## src/hw/rtl/pcdin_sentence_parser_macros.svh

```systemverilog
// ----------------------------------------------------------------------------
// pcdin_sentence_parser_macros.svh
// Assertion macros used by the PCDIN decode RTL.
// ----------------------------------------------------------------------------
`ifndef PCDIN_SENTENCE_PARSER_MACROS_SVH
`define PCDIN_SENTENCE_PARSER_MACROS_SVH

// Same-cycle implication, disabled during reset
`define PCDIN_ASSERT_NOW(label, ante, cons, msg) \
    label: assert property (@(posedge clk) disable iff (!rst_n) (ante) |-> (cons)) \
        else $error(msg);

// Next-cycle implication, disabled during reset
`define PCDIN_ASSERT_NEXT(label, ante, cons, msg) \
    label: assert property (@(posedge clk) disable iff (!rst_n) (ante) |=> (cons)) \
        else $error(msg);

`endif

```

## src/hw/rtl/pcdin_pkg.sv

```systemverilog
// ----------------------------------------------------------------------------
// pcdin_pkg
// Types, constants and helper functions for the PCDIN sentence parser.
// ----------------------------------------------------------------------------
package pcdin_pkg;

    localparam logic [7:0] MAX_DATA_BYTES = 8'd223;

    localparam logic [4:0] LEAD_LEN  = 5'd6;
    localparam logic [4:0] HDR_LEN   = 5'd26;
    localparam logic [7:0] CHAR_STAR = 8'h2A;

    // Status codes
    localparam logic [2:0] ST_OK        = 3'd0;
    localparam logic [2:0] ST_PREFIX    = 3'd1;
    localparam logic [2:0] ST_BAD_HEX   = 3'd2;
    localparam logic [2:0] ST_TRUNC     = 3'd3;
    localparam logic [2:0] ST_ODD_LEN   = 3'd4;
    localparam logic [2:0] ST_TOO_LONG  = 3'd5;
    localparam logic [2:0] ST_CHECKSUM  = 3'd6;

    typedef enum logic [3:0] {
        PH_HEADER  = 4'b0001,
        PH_PAYLOAD = 4'b0010,
        PH_CKSUM   = 4'b0100,
        PH_DONE    = 4'b1000
    } pcdin_phase_t;

    typedef struct packed {
        logic [7:0] character;
        logic       end_of_sentence;
    } pcdin_item_t;

    typedef struct packed {
        logic        is_summary;
        logic [2:0]  status;
        logic [7:0]  payload_length;
        logic [7:0]  source_address;
        logic [31:0] time_stamp;
        logic [23:0] group_number;
        logic [7:0]  byte_index;
        logic [7:0]  data_byte;
    } pcdin_result_t;

    typedef struct packed {
        logic       ok;
        logic [3:0] value;
    } pcdin_hex_t;

    function automatic pcdin_hex_t hex_decode(input logic [7:0] c);
        pcdin_hex_t h;
        h.ok    = 1'b1;
        h.value = 4'd0;
        if (c >= 8'h30 && c <= 8'h39)
        begin
            h.value = c[3:0];
        end
        else if ((c >= 8'h41 && c <= 8'h46) || (c >= 8'h61 && c <= 8'h66))
        begin
            h.value = c[3:0] + 4'd9;
        end
        else
        begin
            h.ok = 1'b0;
        end
        return h;
    endfunction

    // "$PCDIN"
    function automatic logic [7:0] lead_char(input logic [2:0] p);
        logic [7:0] c;
        unique case (p)
            3'd0:    c = 8'h24;
            3'd1:    c = 8'h50;
            3'd2:    c = 8'h43;
            3'd3:    c = 8'h44;
            3'd4:    c = 8'h49;
            3'd5:    c = 8'h4E;
            default: c = 8'h00;
        endcase
        return c;
    endfunction

endpackage

```

## src/hw/rtl/pcdin_in_stage.sv

```systemverilog
// ----------------------------------------------------------------------------
// pcdin_in_stage
// Input register: captures one character beat and holds it until decoded.
// ----------------------------------------------------------------------------
module pcdin_in_stage (
    input  logic                 clk,
    input  logic                 rst_n,
    input  logic                 s_tvalid,
    output logic                 s_tready,
    input  pcdin_pkg::pcdin_item_t s_item,
    input  logic                 advance,
    output logic                 item_valid,
    output pcdin_pkg::pcdin_item_t item
);
    import pcdin_pkg::*;

    logic        valid_reg;
    logic        valid_next;
    pcdin_item_t item_reg;
    logic        load;

    assign s_tready   = !valid_reg || advance;
    assign load       = s_tvalid && s_tready;
    assign valid_next = load ? 1'b1 : (advance ? 1'b0 : valid_reg);

    always_ff @(posedge clk or negedge rst_n)
    begin
        if (!rst_n)
        begin
            valid_reg <= 1'b0;
        end
        else
        begin
            valid_reg <= valid_next;
        end
    end

    always_ff @(posedge clk)
    begin
        if (load)
        begin
            item_reg <= s_item;
        end
    end

    assign item_valid = valid_reg;
    assign item       = item_reg;

endmodule

```

## src/hw/rtl/pcdin_decode.sv

```systemverilog
// ----------------------------------------------------------------------------
// pcdin_decode
// Sentence state and per-character decode: header fields, payload bytes,
// checksum and the end-of-sentence summary.
// ----------------------------------------------------------------------------
`include "pcdin_sentence_parser_macros.svh"

module pcdin_decode (
    input  logic                   clk,
    input  logic                   rst_n,
    input  logic                   fire,
    input  pcdin_pkg::pcdin_item_t item,
    output logic                   has_result,
    output pcdin_pkg::pcdin_result_t result
);
    import pcdin_pkg::*;

    pcdin_phase_t phase_reg,   phase_next;
    logic [4:0]   pos_reg,     pos_next;
    logic [23:0]  pgn_reg,     pgn_next;
    logic [31:0]  stamp_reg,   stamp_next;
    logic [7:0]   source_reg,  source_next;
    logic [3:0]   high_reg,    high_next;
    logic         odd_reg,     odd_next;
    logic [7:0]   bytes_reg,   bytes_next;
    logic [7:0]   xor_reg,     xor_next;
    logic [7:0]   sent_reg,    sent_next;
    logic [2:0]   herr_reg,    herr_next;
    logic         phex_reg,    phex_next;
    logic         fhex_reg,    fhex_next;
    logic         stop_reg,    stop_next;
    logic         long_reg,    long_next;

    pcdin_hex_t   hx;
    logic [7:0]   c;
    logic         fhex_tmp;
    logic [2:0]   status;

    assign c  = item.character;
    assign hx = hex_decode(c);

    // First failing check wins
    always_comb
    begin
        priority if (phase_reg == PH_HEADER)
        begin
            if (herr_reg != ST_OK)
                status = herr_reg;
            else
                status = (pos_reg < LEAD_LEN) ? ST_PREFIX : ST_TRUNC;
        end
        else if (herr_reg != ST_OK)
            status = herr_reg;
        else if (odd_reg)
            status = ST_ODD_LEN;
        else if (long_reg)
            status = ST_TOO_LONG;
        else if (phex_reg)
            status = ST_BAD_HEX;
        else if (phase_reg != PH_DONE)
            status = ST_TRUNC;
        else if (fhex_reg)
            status = ST_BAD_HEX;
        else if (sent_reg != xor_reg)
            status = ST_CHECKSUM;
        else
            status = ST_OK;
    end

    always_comb
    begin
        phase_next  = phase_reg;
        pos_next    = pos_reg;
        pgn_next    = pgn_reg;
        stamp_next  = stamp_reg;
        source_next = source_reg;
        high_next   = high_reg;
        odd_next    = odd_reg;
        bytes_next  = bytes_reg;
        xor_next    = xor_reg;
        sent_next   = sent_reg;
        herr_next   = herr_reg;
        phex_next   = phex_reg;
        fhex_next   = fhex_reg;
        stop_next   = stop_reg;
        long_next   = long_reg;
        fhex_tmp    = fhex_reg;
        has_result  = 1'b0;
        result      = '0;

        if (item.end_of_sentence)
        begin
            has_result            = 1'b1;
            result.is_summary     = 1'b1;
            result.group_number   = pgn_reg;
            result.time_stamp     = stamp_reg;
            result.source_address = source_reg;
            result.payload_length = bytes_reg;
            result.status         = status;
            phase_next  = PH_HEADER;
            pos_next    = '0;
            pgn_next    = '0;
            stamp_next  = '0;
            source_next = '0;
            high_next   = '0;
            odd_next    = 1'b0;
            bytes_next  = '0;
            xor_next    = '0;
            sent_next   = '0;
            herr_next   = ST_OK;
            phex_next   = 1'b0;
            fhex_next   = 1'b0;
            stop_next   = 1'b0;
            long_next   = 1'b0;
        end
        else
        begin
            // checksum covers everything after the first character up to '*'
            if (!(phase_reg == PH_HEADER && pos_reg == 5'd0) && !stop_reg)
            begin
                if (c == CHAR_STAR)
                    stop_next = 1'b1;
                else
                    xor_next = xor_reg ^ c;
            end

            unique case (phase_reg)
                PH_HEADER:
                begin
                    if (pos_reg < LEAD_LEN)
                    begin
                        if (c != lead_char(pos_reg[2:0]) && herr_reg == ST_OK)
                            herr_next = ST_PREFIX;
                    end
                    else if (pos_reg != 5'd6 && pos_reg != 5'd13 &&
                             pos_reg != 5'd22 && pos_reg != 5'd25)
                    begin
                        fhex_tmp = fhex_reg || !hx.ok;
                        if (pos_reg <= 5'd12)
                            pgn_next = {pgn_reg[19:0], hx.value};
                        else if (pos_reg <= 5'd21)
                            stamp_next = {stamp_reg[27:0], hx.value};
                        else
                            source_next = {source_reg[3:0], hx.value};
                        // field checkpoints, the PGN one after its first two digits
                        if (pos_reg == 5'd8 || pos_reg == 5'd12 ||
                            pos_reg == 5'd21 || pos_reg == 5'd24)
                        begin
                            if (fhex_tmp && herr_reg == ST_OK)
                                herr_next = ST_BAD_HEX;
                            fhex_tmp = 1'b0;
                        end
                        fhex_next = fhex_tmp;
                    end
                    if (pos_reg == HDR_LEN - 5'd1)
                    begin
                        phase_next = PH_PAYLOAD;
                        pos_next   = '0;
                    end
                    else
                    begin
                        pos_next = pos_reg + 5'd1;
                    end
                end
                PH_PAYLOAD:
                begin
                    if (c == CHAR_STAR)
                    begin
                        phase_next = PH_CKSUM;
                        pos_next   = '0;
                    end
                    else
                    begin
                        if (!hx.ok)
                            phex_next = 1'b1;
                        if (!odd_reg)
                        begin
                            high_next = hx.value;
                            odd_next  = 1'b1;
                        end
                        else
                        begin
                            odd_next = 1'b0;
                            if (bytes_reg >= MAX_DATA_BYTES)
                            begin
                                long_next = 1'b1;
                            end
                            else
                            begin
                                has_result       = 1'b1;
                                result.data_byte  = {high_reg, hx.value};
                                result.byte_index = bytes_reg;
                                bytes_next        = bytes_reg + 8'd1;
                            end
                        end
                    end
                end
                PH_CKSUM:
                begin
                    if (!hx.ok)
                        fhex_next = 1'b1;
                    sent_next = {sent_reg[3:0], hx.value};
                    pos_next  = pos_reg + 5'd1;
                    if (pos_reg != 5'd0)
                        phase_next = PH_DONE;
                end
                PH_DONE:
                begin
                end
                default:
                begin
                    phase_next = PH_HEADER;
                end
            endcase
        end
    end

    always_ff @(posedge clk or negedge rst_n)
    begin
        if (!rst_n)
        begin
            phase_reg  <= PH_HEADER;
            pos_reg    <= '0;
            pgn_reg    <= '0;
            stamp_reg  <= '0;
            source_reg <= '0;
            high_reg   <= '0;
            odd_reg    <= 1'b0;
            bytes_reg  <= '0;
            xor_reg    <= '0;
            sent_reg   <= '0;
            herr_reg   <= ST_OK;
            phex_reg   <= 1'b0;
            fhex_reg   <= 1'b0;
            stop_reg   <= 1'b0;
            long_reg   <= 1'b0;
        end
        else if (fire)
        begin
            phase_reg  <= phase_next;
            pos_reg    <= pos_next;
            pgn_reg    <= pgn_next;
            stamp_reg  <= stamp_next;
            source_reg <= source_next;
            high_reg   <= high_next;
            odd_reg    <= odd_next;
            bytes_reg  <= bytes_next;
            xor_reg    <= xor_next;
            sent_reg   <= sent_next;
            herr_reg   <= herr_next;
            phex_reg   <= phex_next;
            fhex_reg   <= fhex_next;
            stop_reg   <= stop_next;
            long_reg   <= long_next;
        end
    end

    `PCDIN_ASSERT_NEXT(a_summary_clears, fire && item.end_of_sentence, phase_reg == PH_HEADER && pos_reg == 5'd0 && bytes_reg == 8'd0 && !stop_reg, "state not cleared after summary")
    `PCDIN_ASSERT_NOW(a_bytes_bound, 1'b1, bytes_reg <= MAX_DATA_BYTES, "payload count beyond maximum")
    `PCDIN_ASSERT_NOW(a_header_clean, phase_reg == PH_HEADER, !odd_reg && bytes_reg == 8'd0 && !long_reg, "payload state set during header")

endmodule

```

## src/hw/rtl/pcdin_out_stage.sv

```systemverilog
// ----------------------------------------------------------------------------
// pcdin_out_stage
// Result register: holds one result beat until the sink takes it.
// ----------------------------------------------------------------------------
module pcdin_out_stage (
    input  logic                     clk,
    input  logic                     rst_n,
    input  logic                     load,
    input  pcdin_pkg::pcdin_result_t result,
    output logic                     m_tvalid,
    input  logic                     m_tready,
    output logic [95:0]              m_tdata,
    output logic                     m_tuser
);
    import pcdin_pkg::*;

    logic          valid_reg;
    logic          valid_next;
    pcdin_result_t res_reg;

    assign valid_next = load ? 1'b1 : (m_tready ? 1'b0 : valid_reg);

    always_ff @(posedge clk or negedge rst_n)
    begin
        if (!rst_n)
        begin
            valid_reg <= 1'b0;
        end
        else
        begin
            valid_reg <= valid_next;
        end
    end

    always_ff @(posedge clk)
    begin
        if (load)
        begin
            res_reg <= result;
        end
    end

    assign m_tvalid = valid_reg;
    assign m_tuser  = res_reg.is_summary;
    assign m_tdata  = {5'd0, res_reg.status, res_reg.payload_length, res_reg.source_address,
                       res_reg.time_stamp, res_reg.group_number, res_reg.byte_index,
                       res_reg.data_byte};

endmodule

```

## src/hw/rtl/pcdin_sentence_parser.sv

```systemverilog
// m_tvalid rises when a decoded payload byte or summary is loaded from the input register into the result register.
// Throughput: one character per cycle while m_tready does not stall the pipe; the decode step is combinational logic
// between the input register and the result register.
// Backpressure on m_tready stalls the whole pipe; s_tready drops only when both
// registers are full. Reset (rst_n low, asynchronous) empties both registers and
// returns the sentence state to the start of a new sentence.
// ----------------------------------------------------------------------------
// pcdin_sentence_parser
// Top level: "$PCDIN" sentence decoder, one character per beat in, payload
// bytes and an end-of-sentence summary out.
// ----------------------------------------------------------------------------
module pcdin_sentence_parser (
    input  logic        clk,
    input  logic        rst_n,
    input  logic        s_tvalid,
    output logic        s_tready,
    input  logic [7:0]  s_tdata,   // [7:0] character
    input  logic        s_tlast,   // end of sentence
    output logic        m_tvalid,
    input  logic        m_tready,
    // [7:0] data_byte, [15:8] byte_index, [39:16] group_number, [71:40] time_stamp,
    // [79:72] source_address, [87:80] payload_length, [90:88] status, rest zero
    output logic [95:0] m_tdata,
    output logic        m_tuser    // is_summary
);
    import pcdin_pkg::*;

    pcdin_item_t   s_item;
    pcdin_item_t   item;
    logic          item_valid;
    logic          advance;
    logic          fire;
    logic          has_result;
    pcdin_result_t result;

    assign s_item.character       = s_tdata;
    assign s_item.end_of_sentence = s_tlast;

    // the pipe moves whenever the result register is free or being emptied
    assign advance = !m_tvalid || m_tready;
    assign fire    = item_valid && advance;

    pcdin_in_stage u_in (
        .clk        (clk),
        .rst_n      (rst_n),
        .s_tvalid   (s_tvalid),
        .s_tready   (s_tready),
        .s_item     (s_item),
        .advance    (advance),
        .item_valid (item_valid),
        .item       (item)
    );

    pcdin_decode u_decode (
        .clk        (clk),
        .rst_n      (rst_n),
        .fire       (fire),
        .item       (item),
        .has_result (has_result),
        .result     (result)
    );

    pcdin_out_stage u_out (
        .clk      (clk),
        .rst_n    (rst_n),
        .load     (fire && has_result),
        .result   (result),
        .m_tvalid (m_tvalid),
        .m_tready (m_tready),
        .m_tdata  (m_tdata),
        .m_tuser  (m_tuser)
    );

endmodule
```

## config.mk

```make
export PLATFORM = sky130hd
export DESIGN_NAME = pcdin_sentence_parser
export DESIGN_NICKNAME = d
export VERILOG_FILES = /design/src/hw/rtl/pcdin_pkg.sv /design/src/hw/rtl/pcdin_in_stage.sv /design/src/hw/rtl/pcdin_decode.sv /design/src/hw/rtl/pcdin_out_stage.sv /design/src/hw/rtl/pcdin_sentence_parser.sv
export VERILOG_INCLUDE_DIRS = /design/src /design/src/hw/rtl
export SDC_FILE = /design/constraint.sdc
export NUM_CORES = 1
export LEC_CHECK = 0
export BUFFER_PORTS_ARGS = -buffer_cell sky130_fd_sc_hd__buf_2
export CAP_MARGIN = 20
export CORE_MARGIN = 8
export CORE_UTILIZATION = 60
export CTS_BUF_LIST = sky130_fd_sc_hd__clkbuf_4 sky130_fd_sc_hd__clkbuf_8
export DETAILED_ROUTE_END_ITERATION = 6
export PLACE_DENSITY = 0.82
export SYNTH_ARGS = -nofsm -noshare
export SYNTH_HDL_FRONTEND = slang
export SYNTH_HIERARCHICAL = 1
export SYNTH_SLANG_ARGS = --single-unit
```

## constraint.sdc

```tcl
create_clock -name clk -period 7.1 [get_ports clk]
set_clock_uncertainty 0.2 [all_clocks]
set_input_delay 0.355 -clock clk [delete_from_list [all_inputs] [get_ports clk]]
set_output_delay 0.355 -clock clk [all_outputs]
set_load 0.01 [all_outputs]
```

==> results.yml <==
worst_setup_path:
  worstPathCellList: "inv_1, ha_1, nand4bb_1, o21a_1, a21oi_1, inv_1, and3_4, buf_4"
  cpPeakStageDelay_ns: 0.71
  cp.arrival_ns: 3.50
  cp.required_ns: 7.02
  slowest_stage: "buf_4"
  critical_path.startpoint_type: "flop"
  reg2reg_slack_ns: 3.52
  end_kind: "flop"
  crit_top_cell: "inv_1"
  crit_fanout: 61
  crit_type: "reg2reg"
outcome:
  status: "finished, final reports clean"
floorplan:
  core_area_um2: 15000
  num_rows: 45
  initial_core_util_pct: 60.9
  die_h_um: 140
  die_area_um2: 19500
  die_w_um: 140
  io_pins: 112
pwr:
  ir_drop_v: 0.000139
  p_total_w: 0.00298
  power_leakage_nw: 4.59
  p_per_area_nw_per_um2: 282
yosys:
  synth-edff-count: 101
  synth_top_area_share_pct: 33.1
  syn_area_per_cell_um2: 13.2
  ys_warn_count: 6
  synthTopCellsByArea: "edfxtp_1 33%, dfrtp_1 30%, and2_1 5.5%, a22o_1 4.8%, mux2_2 1.6%"
  synth_area_leader_cell: "edfxtp_1"
  syn_area_um2: 9160
  synth-seq-cells: 211
  synth-async-reset-ratio_pct: 52.1
  synth.most_common_cell: "dfrtp_1"
  yosysSeqAreaShare_pct: 63.2
  synth_common_cells: "109 x dfrtp_1, 101 x edfxtp_1, 81 x and2_1, 50 x a22o_1, 31 x nor2_1"
  syn_inst: 694
  ys.flop_type: "dfrtp_1"
  synth.distinct_cells: 76
layout:
  regArea_um2: 5790
  nFillCells: 1036
  fin_util_pct: 70.5
  largest_register_ffs: 91
  syn_to_final_growth_pct: 15.7
  drive_gt1_share_pct: 24.7
  antenna_cells: 0
  final_area_um2: 10600
  nNetsFinal: 833
  multiInputGateArea_um2: 3080
drt:
  wl_per_cell_um: 19.3
  wl_met1_um: 8500
  wl_met3_um: 1320
  vias: 5997
  drt_iter0_markers: 488
  ant_nets: 0
  wl_met2_um: 9440
  vias_per_cell: 5.86
  drc: 0
  wirelength_um: 19700
  top_layer: "met4"
  drt-pass1-iter-count: 5
placed_design:
  gp_congestion: 0.862
  dp_hpwl_um: 12800
  placed_area_um2: 9770
  numPortBuffers: 106
cts:
  cts_inserted_buffers: 34
  clkSinkCount: 211
  cts_root_buf: "clkbuf_8"
  cts.reportedPaths.clkPinSlew_ns: 0.06
  cts_buffer_depth: 3
  post_cts_resized: 0
  cts_tree: "yes"
  h-tree-depth: 2
  clock_latency_ns: 0.50
global_routing:
  antenna_found_initial: 0
  grt_pass1_vias: 6212
  grt_pass1_wl_um: 32000
  grt_max_degree: 119
  track_usage_pct: 20.1
  grt_overflow: 0
min_path:
  hold_class: "in2async"
sta:
  fin_tns_setup_ns: 0
  fin_crit_ns: 3.58
  tightest_slew_ns: 1.00
  fin_crit_sh_pct: 50.4
  grt_setup_unrepaired: "no"
  report.final.setup_viol: 0
  maxSlewViolCount: 0
  hold_viol: 0
  relSlewSlack_pct: 33.2
  timing.fmax_mhz: 279
flow_run:
  cap_violations: 0
logic make-up (layout without fill, tap and decap cells):
group / count (synthesis) / in the layout / synth area share (%)
xor gates and xnor gates: 20 / 20 / 1.91
AOI/OAI and AO/OA: 161 / 161 / 13.8
DFF: 211 / 211 / 63.2
other: 1 / 5 / 0.0409
buffers and inverters: 70 / 207 / 3.47
muxes: 26 / 26 / 3.21
and+or+nand+nor: 195 / 195 / 13.0
adders and majority gates: 10 / 10 / 1.37
path summary, 6_finish.rpt:
path / from / end / cells after the start
max: u_in/item[1] / u_out/m_tdata[66] / 8
min: rst_n / u_decode/pos_reg[2] / 2
max reg2reg: u_in/item[1] / u_out/m_tdata[66] / 8
min reg2reg: u_decode/stamp_reg[28] / u_decode/stamp_reg[28] / 1
max in group asynchronous: rst_n / u_decode/stamp_reg[11] / 3
min in group clk: u_decode/stamp_reg[28] / u_decode/stamp_reg[28] / 1
power breakdown:
part           total (W)  internal, W  switching (W)
registers        0.00147      0.00138      0.0000884
clock network    0.00105     0.000601       0.000444
logic           0.000472     0.000182       0.000290
total            0.00298      0.00216       0.000823
layout by cell type (no fill, tap or decap), types with 9 or more instances in the layout:
| cell | n |
|---|---|
| o21ai_0 | 11 |
| a21oi_1 | 19 |
| inv_1 | 20 |
| clkbuf_4 | 17 |
| buf_4 | 9 |
| dfrtp_1 | 109 |
| nand3_1 | 12 |
| a22o_1 | 50 |
| buf_2 | 105 |
| xor2_1 | 15 |
| nor3_1 | 14 |
| and2_1 | 81 |
| nor2_1 | 31 |
| o2bb2ai_1 | 14 |
| ha_1 | 10 |
| edfxtp_1 | 101 |
| a22oi_1 | 10 |
| dlygate4sd3_1 | 12 |
| mux2_2 | 13 |
| clkbuf_8 | 40 |
| nand2_1 | 13 |
stage by stage:
stage | hold WS [ns] | std cells | setup WS (ns)
finish | 0.193 | 1023 | 3.52
global route | 0.225 | 1023 | 3.29
CTS | 0.160 | 1023 | 3.51
detailed placement | 0.161 | 950 | 3.55
global placement | 0.151 | 947 | 3.71
floorplan | -0.141 | 698 | 2.82
routing by layer:
metal | GRT usage (%) | up-vias
li1 | - | 2807
met1 | 26.7 | 2922
met2 | 32.1 | 229
met3 | 4.79 | 39
met4 | 6.40 | 0
met5 | 0 | -
worst max-delay path: cells and delay by family, from the launching register on:
kind | cells | cell delay, ns
buffers and inverters | 3 | 0.98
AND/OR/NAND/NOR | 2 | 0.71
flip-flops | 1 | 0.51
AO/OA/AOI/OAI | 2 | 0.55
adder cells (fa/ha/maj) | 1 | 0.22
repair_timing:
item | CTS | global route
hold buffers | 12 | 0
endpoints found under the hold margin | 48 | 0
setup buffers | 0 | 0
cell type report:
type	count	area share, %
Clock inverter	4	0.201
Inverter	20	0.709
Multi-Input combinational cell	417	29.1
Sequential cell	211	54.6
Clock buffer	57	6.40
Timing Repair Buffer	126	6.73
Tap cell	188	2.22
Note: power is estimated with default switching activity, not from simulation.
